## config.mk

```make
export PLATFORM = sky130hd
export DESIGN_NAME = two_queue_weighted_service_arbiter_core_flat
export DESIGN_NICKNAME = d
export VERILOG_FILES = /design/src/rtl/tqwsa_pkg.sv /design/src/rtl/tqwsa_req_if.sv /design/src/rtl/tqwsa_rsp_if.sv /design/src/rtl/tqwsa_cfg_if.sv /design/src/rtl/tqwsa_ring.sv /design/src/rtl/two_queue_weighted_service_arbiter_core.sv /design/src/flat_wrapper.sv
export SDC_FILE = /design/constraint.sdc
export NUM_CORES = 1
export LEC_CHECK = 0
export ABC_AREA = 0
export BUFFER_PORTS_ARGS = -buffer_cell sky130_fd_sc_hd__buf_2
export CORE_ASPECT_RATIO = 0.5
export CORE_MARGIN = 2
export CORE_UTILIZATION = 45
export DETAILED_ROUTE_END_ITERATION = 12
export GPL_TIMING_DRIVEN = 0
export PLACE_DENSITY = 0.65
export REMOVE_ABC_BUFFERS = 1
export SETUP_SLACK_MARGIN = 0.15
export SLEW_MARGIN = 20
export SYNTH_ARGS = -nofsm -noshare
export SYNTH_HDL_FRONTEND = slang
export SYNTH_SLANG_ARGS = --single-unit
```

## constraint.sdc

```tcl
create_clock -name i_clk -period 5.1 [get_ports i_clk]
set_input_delay 1.02 -clock i_clk [delete_from_list [all_inputs] [get_ports i_clk]]
set_output_delay 1.02 -clock i_clk [all_outputs]
set_load 0.03 [all_outputs]
```

## src/rtl/tqwsa_pkg.sv

```systemverilog
// ----------------------------------------------------------------------------
// tqwsa_pkg: shared types and codes for the two-queue weighted arbiter
// Request and status codes, field widths and default sizes.
// ----------------------------------------------------------------------------
package tqwsa_pkg;

    localparam int QUEUE_DEPTH_DEF = 16;
    localparam int TAG_WIDTH_DEF   = 16;

    localparam int REQ_W    = 2;
    localparam int STATUS_W = 2;
    localparam int BURST_W  = 4;

    typedef logic [REQ_W-1:0]    t_req_type;
    typedef logic [STATUS_W-1:0] t_status;
    typedef logic [BURST_W-1:0]  t_burst;

    // request codes; bit 1 set means serve
    localparam t_req_type REQ_ENQ_NORMAL = 2'd0;
    localparam t_req_type REQ_ENQ_PRIO   = 2'd1;
    localparam t_req_type REQ_SERVE      = 2'd2;

    // result status codes
    localparam t_status ST_QUEUED  = 2'd0;
    localparam t_status ST_DROPPED = 2'd1;
    localparam t_status ST_SERVED  = 2'd2;
    localparam t_status ST_WAIT    = 2'd3;

    localparam t_burst BURST_LIMIT_RST = 4'd3;

endpackage

```

## src/rtl/tqwsa_req_if.sv

```systemverilog
// ----------------------------------------------------------------------------
// tqwsa_req_if: request channel
// Valid/ready channel carrying one request item.
// ----------------------------------------------------------------------------
interface tqwsa_req_if #(
    parameter int TAG_WIDTH = tqwsa_pkg::TAG_WIDTH_DEF
);
    logic                 valid;
    logic                 ready;
    tqwsa_pkg::t_req_type req_type;
    logic [TAG_WIDTH-1:0] entry_tag;

    modport source (output valid, output req_type, output entry_tag, input ready);
    modport sink   (input valid, input req_type, input entry_tag, output ready);
endinterface

```

## src/rtl/tqwsa_rsp_if.sv

```systemverilog
// ----------------------------------------------------------------------------
// tqwsa_rsp_if: result channel
// Valid/ready channel carrying one result item.
// ----------------------------------------------------------------------------
interface tqwsa_rsp_if #(
    parameter int TAG_WIDTH = tqwsa_pkg::TAG_WIDTH_DEF
);
    logic                 valid;
    logic                 ready;
    tqwsa_pkg::t_status   status;
    logic [TAG_WIDTH-1:0] served_tag;
    logic                 served_from_priority;

    modport source (output valid, output status, output served_tag,
                    output served_from_priority, input ready);
    modport sink   (input valid, input status, input served_tag,
                    input served_from_priority, output ready);
endinterface

```

## src/rtl/tqwsa_cfg_if.sv

```systemverilog
// ----------------------------------------------------------------------------
// tqwsa_cfg_if: configuration write channel
// Valid/ready write of the priority burst limit register.
// ----------------------------------------------------------------------------
interface tqwsa_cfg_if;
    logic              valid;
    logic              ready;
    tqwsa_pkg::t_burst priority_burst_limit;

    modport source (output valid, output priority_burst_limit, input ready);
    modport sink   (input valid, input priority_burst_limit, output ready);
endinterface

```

## src/rtl/tqwsa_ring.sv

```systemverilog
// ----------------------------------------------------------------------------
// tqwsa_ring: bounded tag FIFO kept as a ring
// Head index and fill count over a memory; the tag at the next head index is
// read ahead into a register, with a bypass for a write to the same entry.
// ----------------------------------------------------------------------------
module tqwsa_ring #(
    parameter int DEPTH     = tqwsa_pkg::QUEUE_DEPTH_DEF,
    parameter int TAG_WIDTH = tqwsa_pkg::TAG_WIDTH_DEF
) (
    input  logic                 i_clk,
    input  logic                 i_rst_n,
    input  logic                 i_push,
    input  logic                 i_pop,
    input  logic [TAG_WIDTH-1:0] i_tag,
    output logic [TAG_WIDTH-1:0] o_head_tag,
    output logic                 o_empty,
    output logic                 o_full
);
    localparam int IDX_W = $clog2(DEPTH);
    localparam int CNT_W = $clog2(DEPTH + 1);
    localparam int SUM_W = IDX_W + 1;

    logic [TAG_WIDTH-1:0] r_mem [DEPTH];
    logic [IDX_W-1:0]     r_head;
    logic [IDX_W-1:0]     n_head;
    logic [CNT_W-1:0]     r_count;
    logic [CNT_W-1:0]     n_count;
    logic [SUM_W-1:0]     wr_sum;
    logic [IDX_W-1:0]     wr_idx;
    logic                 do_push;
    logic [TAG_WIDTH-1:0] r_rd_tag;
    logic [TAG_WIDTH-1:0] r_byp_tag;
    logic                 r_byp_hit;

    assign o_empty = (r_count == '0);
    assign o_full  = (r_count == CNT_W'(DEPTH));
    assign do_push = i_push && !o_full;

    // tail slot = (head + count) mod DEPTH, sum stays below 2*DEPTH
    assign wr_sum = SUM_W'(r_head) + SUM_W'(r_count);
    assign wr_idx = (wr_sum >= SUM_W'(DEPTH)) ? IDX_W'(wr_sum - SUM_W'(DEPTH))
                                              : IDX_W'(wr_sum);

    always_comb begin
        n_head  = r_head;
        n_count = r_count;
        if (i_pop) begin
            n_head  = (r_head == IDX_W'(DEPTH - 1)) ? '0 : r_head + 1'b1;
            n_count = r_count - 1'b1;
        end else if (do_push) begin
            n_count = r_count + 1'b1;
        end
    end

    always_ff @(posedge i_clk) begin
        if (!i_rst_n) begin
            r_head  <= '0;
            r_count <= '0;
        end else begin
            r_head  <= n_head;
            r_count <= n_count;
        end
    end

    always_ff @(posedge i_clk) begin
        if (do_push) begin
            r_mem[wr_idx] <= i_tag;
        end
        r_rd_tag  <= r_mem[n_head];
        r_byp_hit <= do_push && (wr_idx == n_head);
        r_byp_tag <= i_tag;
    end

    assign o_head_tag = r_byp_hit ? r_byp_tag : r_rd_tag;

    a_no_push_pop: assert property (@(posedge i_clk) disable iff (!i_rst_n)
        !(i_push && i_pop))
        else $error("ring push and pop in the same cycle");

    a_pop_nonempty: assert property (@(posedge i_clk) disable iff (!i_rst_n)
        i_pop |-> !o_empty)
        else $error("ring pop while empty");

    a_push_grows: assert property (@(posedge i_clk) disable iff (!i_rst_n)
        do_push |=> r_count == CNT_W'($past(r_count) + 1'b1))
        else $error("ring count did not grow on push");

endmodule

```

## src/rtl/two_queue_weighted_service_arbiter_core.sv

```systemverilog
// An accepted request is loaded into the input register, and its result
// into the result register when the request advances.
// Throughput: one request per cycle; each cycle does one update of the two
// ring heads and the burst counter. A stalled result holds the pipe.
// Reset clears both queues, the burst counter, and sets the limit to 3;
// no clearing pass, the block is ready as soon as reset is released.
// ----------------------------------------------------------------------------
// two_queue_weighted_service_arbiter_core: priority/normal tag arbiter
// Two bounded FIFOs of tags; serves priority entries in bursts up to a
// programmable limit before a waiting normal entry is preferred.
// ----------------------------------------------------------------------------
module two_queue_weighted_service_arbiter_core #(
    parameter int QUEUE_DEPTH = tqwsa_pkg::QUEUE_DEPTH_DEF,
    parameter int TAG_WIDTH   = tqwsa_pkg::TAG_WIDTH_DEF
) (
    input  logic  i_clk,
    input  logic  i_rst_n,
    tqwsa_req_if.sink   i_req,
    tqwsa_rsp_if.source o_rsp,
    tqwsa_cfg_if.sink   i_cfg
);
    // input register
    logic                 r_in_valid;
    tqwsa_pkg::t_req_type r_req;
    logic [TAG_WIDTH-1:0] r_tag;
    logic                 adv;

    // result register
    logic                 r_out_valid;
    tqwsa_pkg::t_status   r_out_status;
    logic [TAG_WIDTH-1:0] r_out_tag;
    logic                 r_out_from_prio;

    tqwsa_pkg::t_burst    r_limit;
    tqwsa_pkg::t_burst    r_burst_cnt;
    tqwsa_pkg::t_burst    n_burst_cnt;
    tqwsa_pkg::t_status   n_status;
    logic [TAG_WIDTH-1:0] n_tag;
    logic                 n_from_prio;

    logic                 push_n, push_p, pop_n, pop_p;
    logic [TAG_WIDTH-1:0] head_n, head_p;
    logic                 empty_n, empty_p, full_n, full_p;
    logic                 below_limit;
    logic                 use_prio;

    assign adv         = r_in_valid && (!r_out_valid || o_rsp.ready);
    assign i_req.ready = !r_in_valid || adv;
    assign i_cfg.ready = 1'b1;

    tqwsa_ring #(.DEPTH(QUEUE_DEPTH), .TAG_WIDTH(TAG_WIDTH)) u_ring_normal (
        .i_clk      (i_clk),
        .i_rst_n    (i_rst_n),
        .i_push     (push_n),
        .i_pop      (pop_n),
        .i_tag      (r_tag),
        .o_head_tag (head_n),
        .o_empty    (empty_n),
        .o_full     (full_n)
    );

    tqwsa_ring #(.DEPTH(QUEUE_DEPTH), .TAG_WIDTH(TAG_WIDTH)) u_ring_prio (
        .i_clk      (i_clk),
        .i_rst_n    (i_rst_n),
        .i_push     (push_p),
        .i_pop      (pop_p),
        .i_tag      (r_tag),
        .o_head_tag (head_p),
        .o_empty    (empty_p),
        .o_full     (full_p)
    );

    assign below_limit = (r_burst_cnt < r_limit);
    assign use_prio    = below_limit ? !empty_p : empty_n;

    always_comb begin
        push_n      = 1'b0;
        push_p      = 1'b0;
        pop_n       = 1'b0;
        pop_p       = 1'b0;
        n_status    = tqwsa_pkg::ST_QUEUED;
        n_tag       = '0;
        n_from_prio = 1'b0;
        n_burst_cnt = r_burst_cnt;
        case (r_req) inside
            tqwsa_pkg::REQ_ENQ_NORMAL: begin
                push_n   = adv;
                n_status = full_n ? tqwsa_pkg::ST_DROPPED : tqwsa_pkg::ST_QUEUED;
            end
            tqwsa_pkg::REQ_ENQ_PRIO: begin
                push_p   = adv;
                n_status = full_p ? tqwsa_pkg::ST_DROPPED : tqwsa_pkg::ST_QUEUED;
            end
            default: begin
                // both serve codes
                if (empty_p && empty_n) begin
                    n_status = tqwsa_pkg::ST_WAIT;
                end else begin
                    n_status = tqwsa_pkg::ST_SERVED;
                    if (use_prio) begin
                        pop_p       = adv;
                        n_tag       = head_p;
                        n_from_prio = 1'b1;
                        // a priority serve past the limit starts a new burst
                        n_burst_cnt = below_limit ? r_burst_cnt + 1'b1
                                                  : tqwsa_pkg::t_burst'(1);
                    end else begin
                        pop_n       = adv;
                        n_tag       = head_n;
                        n_burst_cnt = '0;
                    end
                end
            end
        endcase
    end

    always_ff @(posedge i_clk) begin
        if (!i_rst_n) begin
            r_in_valid  <= 1'b0;
            r_out_valid <= 1'b0;
            r_burst_cnt <= '0;
            r_limit     <= tqwsa_pkg::BURST_LIMIT_RST;
        end else begin
            if (i_req.valid && i_req.ready) begin
                r_in_valid <= 1'b1;
            end else if (adv) begin
                r_in_valid <= 1'b0;
            end
            if (adv) begin
                r_out_valid <= 1'b1;
                r_burst_cnt <= n_burst_cnt;
            end else if (o_rsp.ready) begin
                r_out_valid <= 1'b0;
            end
            if (i_cfg.valid && i_cfg.ready) begin
                r_limit <= i_cfg.priority_burst_limit;
            end
        end
    end

    always_ff @(posedge i_clk) begin
        if (i_req.valid && i_req.ready) begin
            r_req <= i_req.req_type;
            r_tag <= i_req.entry_tag;
        end
        if (adv) begin
            r_out_status    <= n_status;
            r_out_tag       <= n_tag;
            r_out_from_prio <= n_from_prio;
        end
    end

    assign o_rsp.valid                = r_out_valid;
    assign o_rsp.status               = r_out_status;
    assign o_rsp.served_tag           = r_out_tag;
    assign o_rsp.served_from_priority = r_out_from_prio;

    a_prio_flag_served: assert property (@(posedge i_clk) disable iff (!i_rst_n)
        r_out_valid && r_out_from_prio |-> r_out_status == tqwsa_pkg::ST_SERVED)
        else $error("priority flag on a result that is not a serve");

    a_tag_zero_unserved: assert property (@(posedge i_clk) disable iff (!i_rst_n)
        r_out_valid && r_out_status != tqwsa_pkg::ST_SERVED |-> r_out_tag == '0)
        else $error("nonzero tag on a result that is not a serve");

    a_wait_keeps_burst: assert property (@(posedge i_clk) disable iff (!i_rst_n)
        adv && n_status == tqwsa_pkg::ST_WAIT |=> r_burst_cnt == $past(r_burst_cnt))
        else $error("burst counter changed on a wait");

    a_idle_ready: assert property (@(posedge i_clk) disable iff (!i_rst_n)
        !r_in_valid |-> i_req.ready)
        else $error("request not taken while input register is empty");

endmodule
```

## src/flat_wrapper.sv

```systemverilog
// flat-port wrapper written by rule: the top's interface ports become plain ports
module two_queue_weighted_service_arbiter_core_flat 
#(
    parameter int QUEUE_DEPTH = tqwsa_pkg::QUEUE_DEPTH_DEF,
    parameter int TAG_WIDTH   = tqwsa_pkg::TAG_WIDTH_DEF
)
  (i_clk, i_rst_n, i_req_valid, i_req_req_type, i_req_entry_tag, i_req_ready, o_rsp_valid, o_rsp_status, o_rsp_served_tag, o_rsp_served_from_priority, o_rsp_ready, i_cfg_valid, i_cfg_priority_burst_limit, i_cfg_ready);
  tqwsa_req_if #(.TAG_WIDTH(TAG_WIDTH)) i_req_i ();
  tqwsa_rsp_if #(.TAG_WIDTH(TAG_WIDTH)) o_rsp_i ();
  tqwsa_cfg_if i_cfg_i ();
  input  logic i_clk;
  input  logic i_rst_n;
  input wire logic [$bits(i_req_i.valid)-1:0] i_req_valid;
  input wire logic [$bits(i_req_i.req_type)-1:0] i_req_req_type;
  input wire logic [$bits(i_req_i.entry_tag)-1:0] i_req_entry_tag;
  output wire logic [$bits(i_req_i.ready)-1:0] i_req_ready;
  output wire logic [$bits(o_rsp_i.valid)-1:0] o_rsp_valid;
  output wire logic [$bits(o_rsp_i.status)-1:0] o_rsp_status;
  output wire logic [$bits(o_rsp_i.served_tag)-1:0] o_rsp_served_tag;
  output wire logic [$bits(o_rsp_i.served_from_priority)-1:0] o_rsp_served_from_priority;
  input wire logic [$bits(o_rsp_i.ready)-1:0] o_rsp_ready;
  input wire logic [$bits(i_cfg_i.valid)-1:0] i_cfg_valid;
  input wire logic [$bits(i_cfg_i.priority_burst_limit)-1:0] i_cfg_priority_burst_limit;
  output wire logic [$bits(i_cfg_i.ready)-1:0] i_cfg_ready;
  assign i_req_i.valid = i_req_valid;
  assign i_req_i.req_type = i_req_req_type;
  assign i_req_i.entry_tag = i_req_entry_tag;
  assign i_req_ready = i_req_i.ready;
  assign o_rsp_valid = o_rsp_i.valid;
  assign o_rsp_status = o_rsp_i.status;
  assign o_rsp_served_tag = o_rsp_i.served_tag;
  assign o_rsp_served_from_priority = o_rsp_i.served_from_priority;
  assign o_rsp_i.ready = o_rsp_ready;
  assign i_cfg_i.valid = i_cfg_valid;
  assign i_cfg_i.priority_burst_limit = i_cfg_priority_burst_limit;
  assign i_cfg_ready = i_cfg_i.ready;
  two_queue_weighted_service_arbiter_core #(.QUEUE_DEPTH(QUEUE_DEPTH), .TAG_WIDTH(TAG_WIDTH)) u_core (.i_clk(i_clk), .i_rst_n(i_rst_n), .i_req(i_req_i), .o_rsp(o_rsp_i), .i_cfg(i_cfg_i));
endmodule
```

==> key figures <==
Timing
  • Clock skew: 16.3 ps
  • Final Setup Violations: 0
  • Relative slew slack: 0.236
  • RSZ-0062 raised after global routing: no
  • Post-layout minimum cycle time: 4270 ps
  • Fmax: 234 MHz
  • Worst-margin pin slew: 1150 ps
  • Endpoints failing hold: 0
  • Fin crit share: 0.838
  • TNS Setup: 0 ps
  • Max-slew violation count: 0

Placement
  • Inst Count DP: 2370
  • I/O Buffers: 47
  • Dpl hpwl: 34.1 mm
  • Post-Place Cell Area: 26800 um2
  • Routability cong.: 0.774

Floorplanning
  • Die width: 336 um
  • Area of the core: 54100 um2
  • I/O pins: 49
  • Die Span Y: 170 um
  • Num rows: 60
  • Starting Density: 0.459
  • Die area: 57200 um2

Setup path
  • Crit path DAT: 4790 ps
  • Crit. End Element: register
  • RR Endpoint: u_core.u_ring_prio.r_rd_tag[10]$_DFF_P_
  • Worst path slowest cell: mux2i_4
  • Startpoint Class: register
  • Worst Path Class, Setup: reg2reg
  • Crit path largest cell delay: 740 ps
  • Flop2flop setup slack: 830 ps
  • Reg2Reg Depth: 11
  • WP buf/inv: 3
  • CP Max Fanout: 18
  • WP data required: 5620 ps
  • Cells along the critical path: ha_1 > a2111oi_4 > o311a_2 > mux2i_4 > buf_16 > buf_16 > buf_6 > mux2i_1 > a221oi_1 > nand3_1 > nand3_1
  • Worst flop-to-flop path startpoint: u_core.r_burst_cnt[1]$_SDFFE_PN0P_
  • Cell family with most CP delay: compound AO/OA/AOI/OAI gates

Logic synthesis
  • Ys Warns: 0
  • Ys flop type: edfxtp_1
  • Synth async-reset ratio: 0
  • Gate Count Post-Synth: 1609
  • Mapped Avg Cell Area: 15.4 um2
  • Mapped Area: 24900 um2
  • Seq cells post-synth: 627
  • Synth cell types: 66
  • Sequential fraction of the synthesis area: 0.726
  • Post-synth EDFFs: 549

Global route
  • First-pass GRT wire length: 82.0 mm
  • Largest net degree at the start of global routing: 67
  • GRT Total Usage: 0.190
  • Initial antenna violation count: 3
  • Number of global-route vias before repair: 13300
  • Global route overflow: 0

Clock network
  • Worst-skew pair later-pin latency: 590 ps
  • Worst-path clk slew: 70 ps
  • Clock Path Buffers: 3
  • Clock root buffer: clkbuf_16
  • Htree depth: 2
  • CTS buffer count: 55
  • Clk sink count: 627
  • TritonCTS clock tree: yes
  • # hold bufs at CTS: 0

Power
  • Static leakage: 10.0 nW
  • Power Total: 10.3 mW
  • Sequential share of power: 0.552
  • Clk network pwr share: 0.407
  • Internal: 8.14 mW
  • Switch Pwr: 2.16 mW
  • Max VDD drop: 0.299 mV
  • Switching share of power: 0.210
  • Gate power share: 0.041
  • Pwr dens: 357 nW/um2

Finish
  • Fin cells: 2491
  • Nets: 1744
  • Layout cells sized above 1: 0.163
  • Register area: 18000 um2
  • Commonest non-fill, non-tap cell in the layout: edfxtp_1
  • Multi-input logic area: 6630 um2
  • Fillers: 4252
  • Final Cell Area: 28900 um2
  • Most frequent cells in the layout: 549 x edfxtp_1, 220 x mux2i_1, 158 x nand2_1, 131 x nand3_1, 78 x dfxtp_1
  • Synthesis-to-layout area growth: 16.1%

Routing
  • Drt first pass iters: 5
  • Post-Route WL: 54.4 mm
  • Antenna-violating nets left: 0
  • Initial drt markers: 1154
  • Post-DR vias/cell: 5.57
  • DRC violations left: 0
  • Via Count: 13900
  • Wire length per cell: 21.9 um

Status
  • Status: finished clean

Worst hold path
  • Hold Path Class: reg2reg
  • Hold EP: u_core.r_limit[1]$_SDFFE_PN1P_
  • Worst hold start: u_core.r_limit[1]$_SDFFE_PN1P_
  • Worst hold path cell count: 2

Flow run
  • Max Cap Violations: 0
timing repair:
action	in CTS	in global routing
buffers inserted	0	0
gates resized for setup	0	1
hold endpoints to repair	0	0
endpoints found under the setup margin	0	1
worst reg2reg max path, stage by stage (launching register included):
cell       delay (ps)
dfxtp_1           350
ha_1              340
a2111oi_4         450
o311a_2           630
mux2i_4           760
buf_16            240
buf_16            180
buf_6             190
mux2i_1            90
a221oi_1          650
nand3_1           180
nand3_1           170
Yosys cell counts, drive strengths merged (11+ instances only):
cell type | count | area share
xnor2 | 18 | 0.0066
nand3 | 131 | 0.026
a21oi | 13 | 0.0028
and2 | 15 | 0.0038
a221o | 15 | 0.0060
ha | 16 | 0.0081
nor3 | 21 | 0.0042
edfxtp | 549 | 0.66
mux2i | 223 | 0.090
nand2 | 162 | 0.025
buf | 49 | 0.013
o21ai | 25 | 0.0053
o21a | 17 | 0.0052
a221oi | 60 | 0.023
dfxtp | 78 | 0.063
o22ai | 17 | 0.0043
clkbuf | 31 | 0.0047
nor2 | 65 | 0.0098
inv | 11 | 0.0017
area by class of cell:
| type | count | area share |
|---|---|---|
| multi-input cells | 891 | 0.230 |
| inverters | 11 | 0.00143 |
| repair buffers | 112 | 0.0475 |
| diodes | 3 | 0.000260 |
| flip-flops and latches | 627 | 0.626 |
| well taps | 744 | 0.0323 |
| clock inverters | 29 | 0.00997 |
| clock buffers | 74 | 0.0533 |
routing by layer:
layer,part of all wire,vias to the layer above,GRT usage,routed length (um)
li1,-,6388,-,-
met1,0.45,7037,0.277,24700
met2,0.47,385,0.308,25500
met3,0.061,76,0.0265,3310
met4,0.017,0,0.0396,946
met5,0,-,0,0
power by group through the flow:
stage	sequential, mW	combinational (mW)	clock [mW]
floorplan	5.81	0.222	0
global placement	5.84	0.345	0
detailed placement	5.84	0.361	0
CTS	5.73	0.362	4.25
global route	5.69	0.454	4.46
finish	5.69	0.421	4.19
flip-flops by register name, indices dropped and copies added (netlist names), 16 cells and up:
name                            flops
u_core.o_rsp.served_tag            16
u_core.u_ring_normal.r_byp_tag     16
u_core.u_ring_normal.r_mem        256
u_core.u_ring_prio.r_rd_tag        16
u_core.u_ring_prio.r_mem          256
u_core.r_tag                       16
u_core.u_ring_normal.r_rd_tag      16
how the worst max path moves through the flow:
| stage | startpoint | depth (start not counted) | endpoint | slack (ps) |
|---|---|---|---|---|
| final | u_core.r_burst_cnt[1]$_SDFFE_PN0P_ | 11 | u_core.u_ring_prio.r_rd_tag[10]$_DFF_P_ | 830 |
| after floorplan | o_rsp_ready | 8 | u_core.u_ring_prio.r_rd_tag[10]$_DFF_P_ | -3890 |
| after global routing | u_core.u_ring_normal.r_count[1]$_SDFFE_PN0P_ | 11 | u_core.u_ring_prio.r_rd_tag[10]$_DFF_P_ | 540 |
| after global placement | o_rsp_ready | 9 | u_core.u_ring_prio.r_rd_tag[9]$_DFF_P_ | -7930 |
| after detailed placement | o_rsp_ready | 12 | u_core.u_ring_prio.r_rd_tag[8]$_DFF_P_ | 40 |
| after CTS | u_core.r_burst_cnt[1]$_SDFFE_PN0P_ | 11 | u_core.u_ring_prio.r_rd_tag[8]$_DFF_P_ | 450 |
metrics by stage:
stage / hold slack (ps) / util / worst slack, ps
after floorplan: 459 / - / -3890
after global placement: 483 / 0.473 / -7930
after detailed placement: 491 / 0.495 / 36.8
after CTS: 501 / 0.528 / 454
after global routing: 531 / 0.533 / 536
final: 491 / 0.533 / 826
kinds of logic (layout without fill, tap and decap cells):
family / Yosys count / in the layout / synth area share
compound gates: 186 / 186 / 0.0625
xor+xnor: 25 / 25 / 0.00941
fa+ha+maj: 19 / 19 / 0.0105
buf+inv: 91 / 226 / 0.0191
flops: 627 / 627 / 0.726
mux: 226 / 226 / 0.0916
other cells: 1 / 4 / 0.000151
simple gates: 434 / 434 / 0.0806
Power figures use the tool's default switching activity.
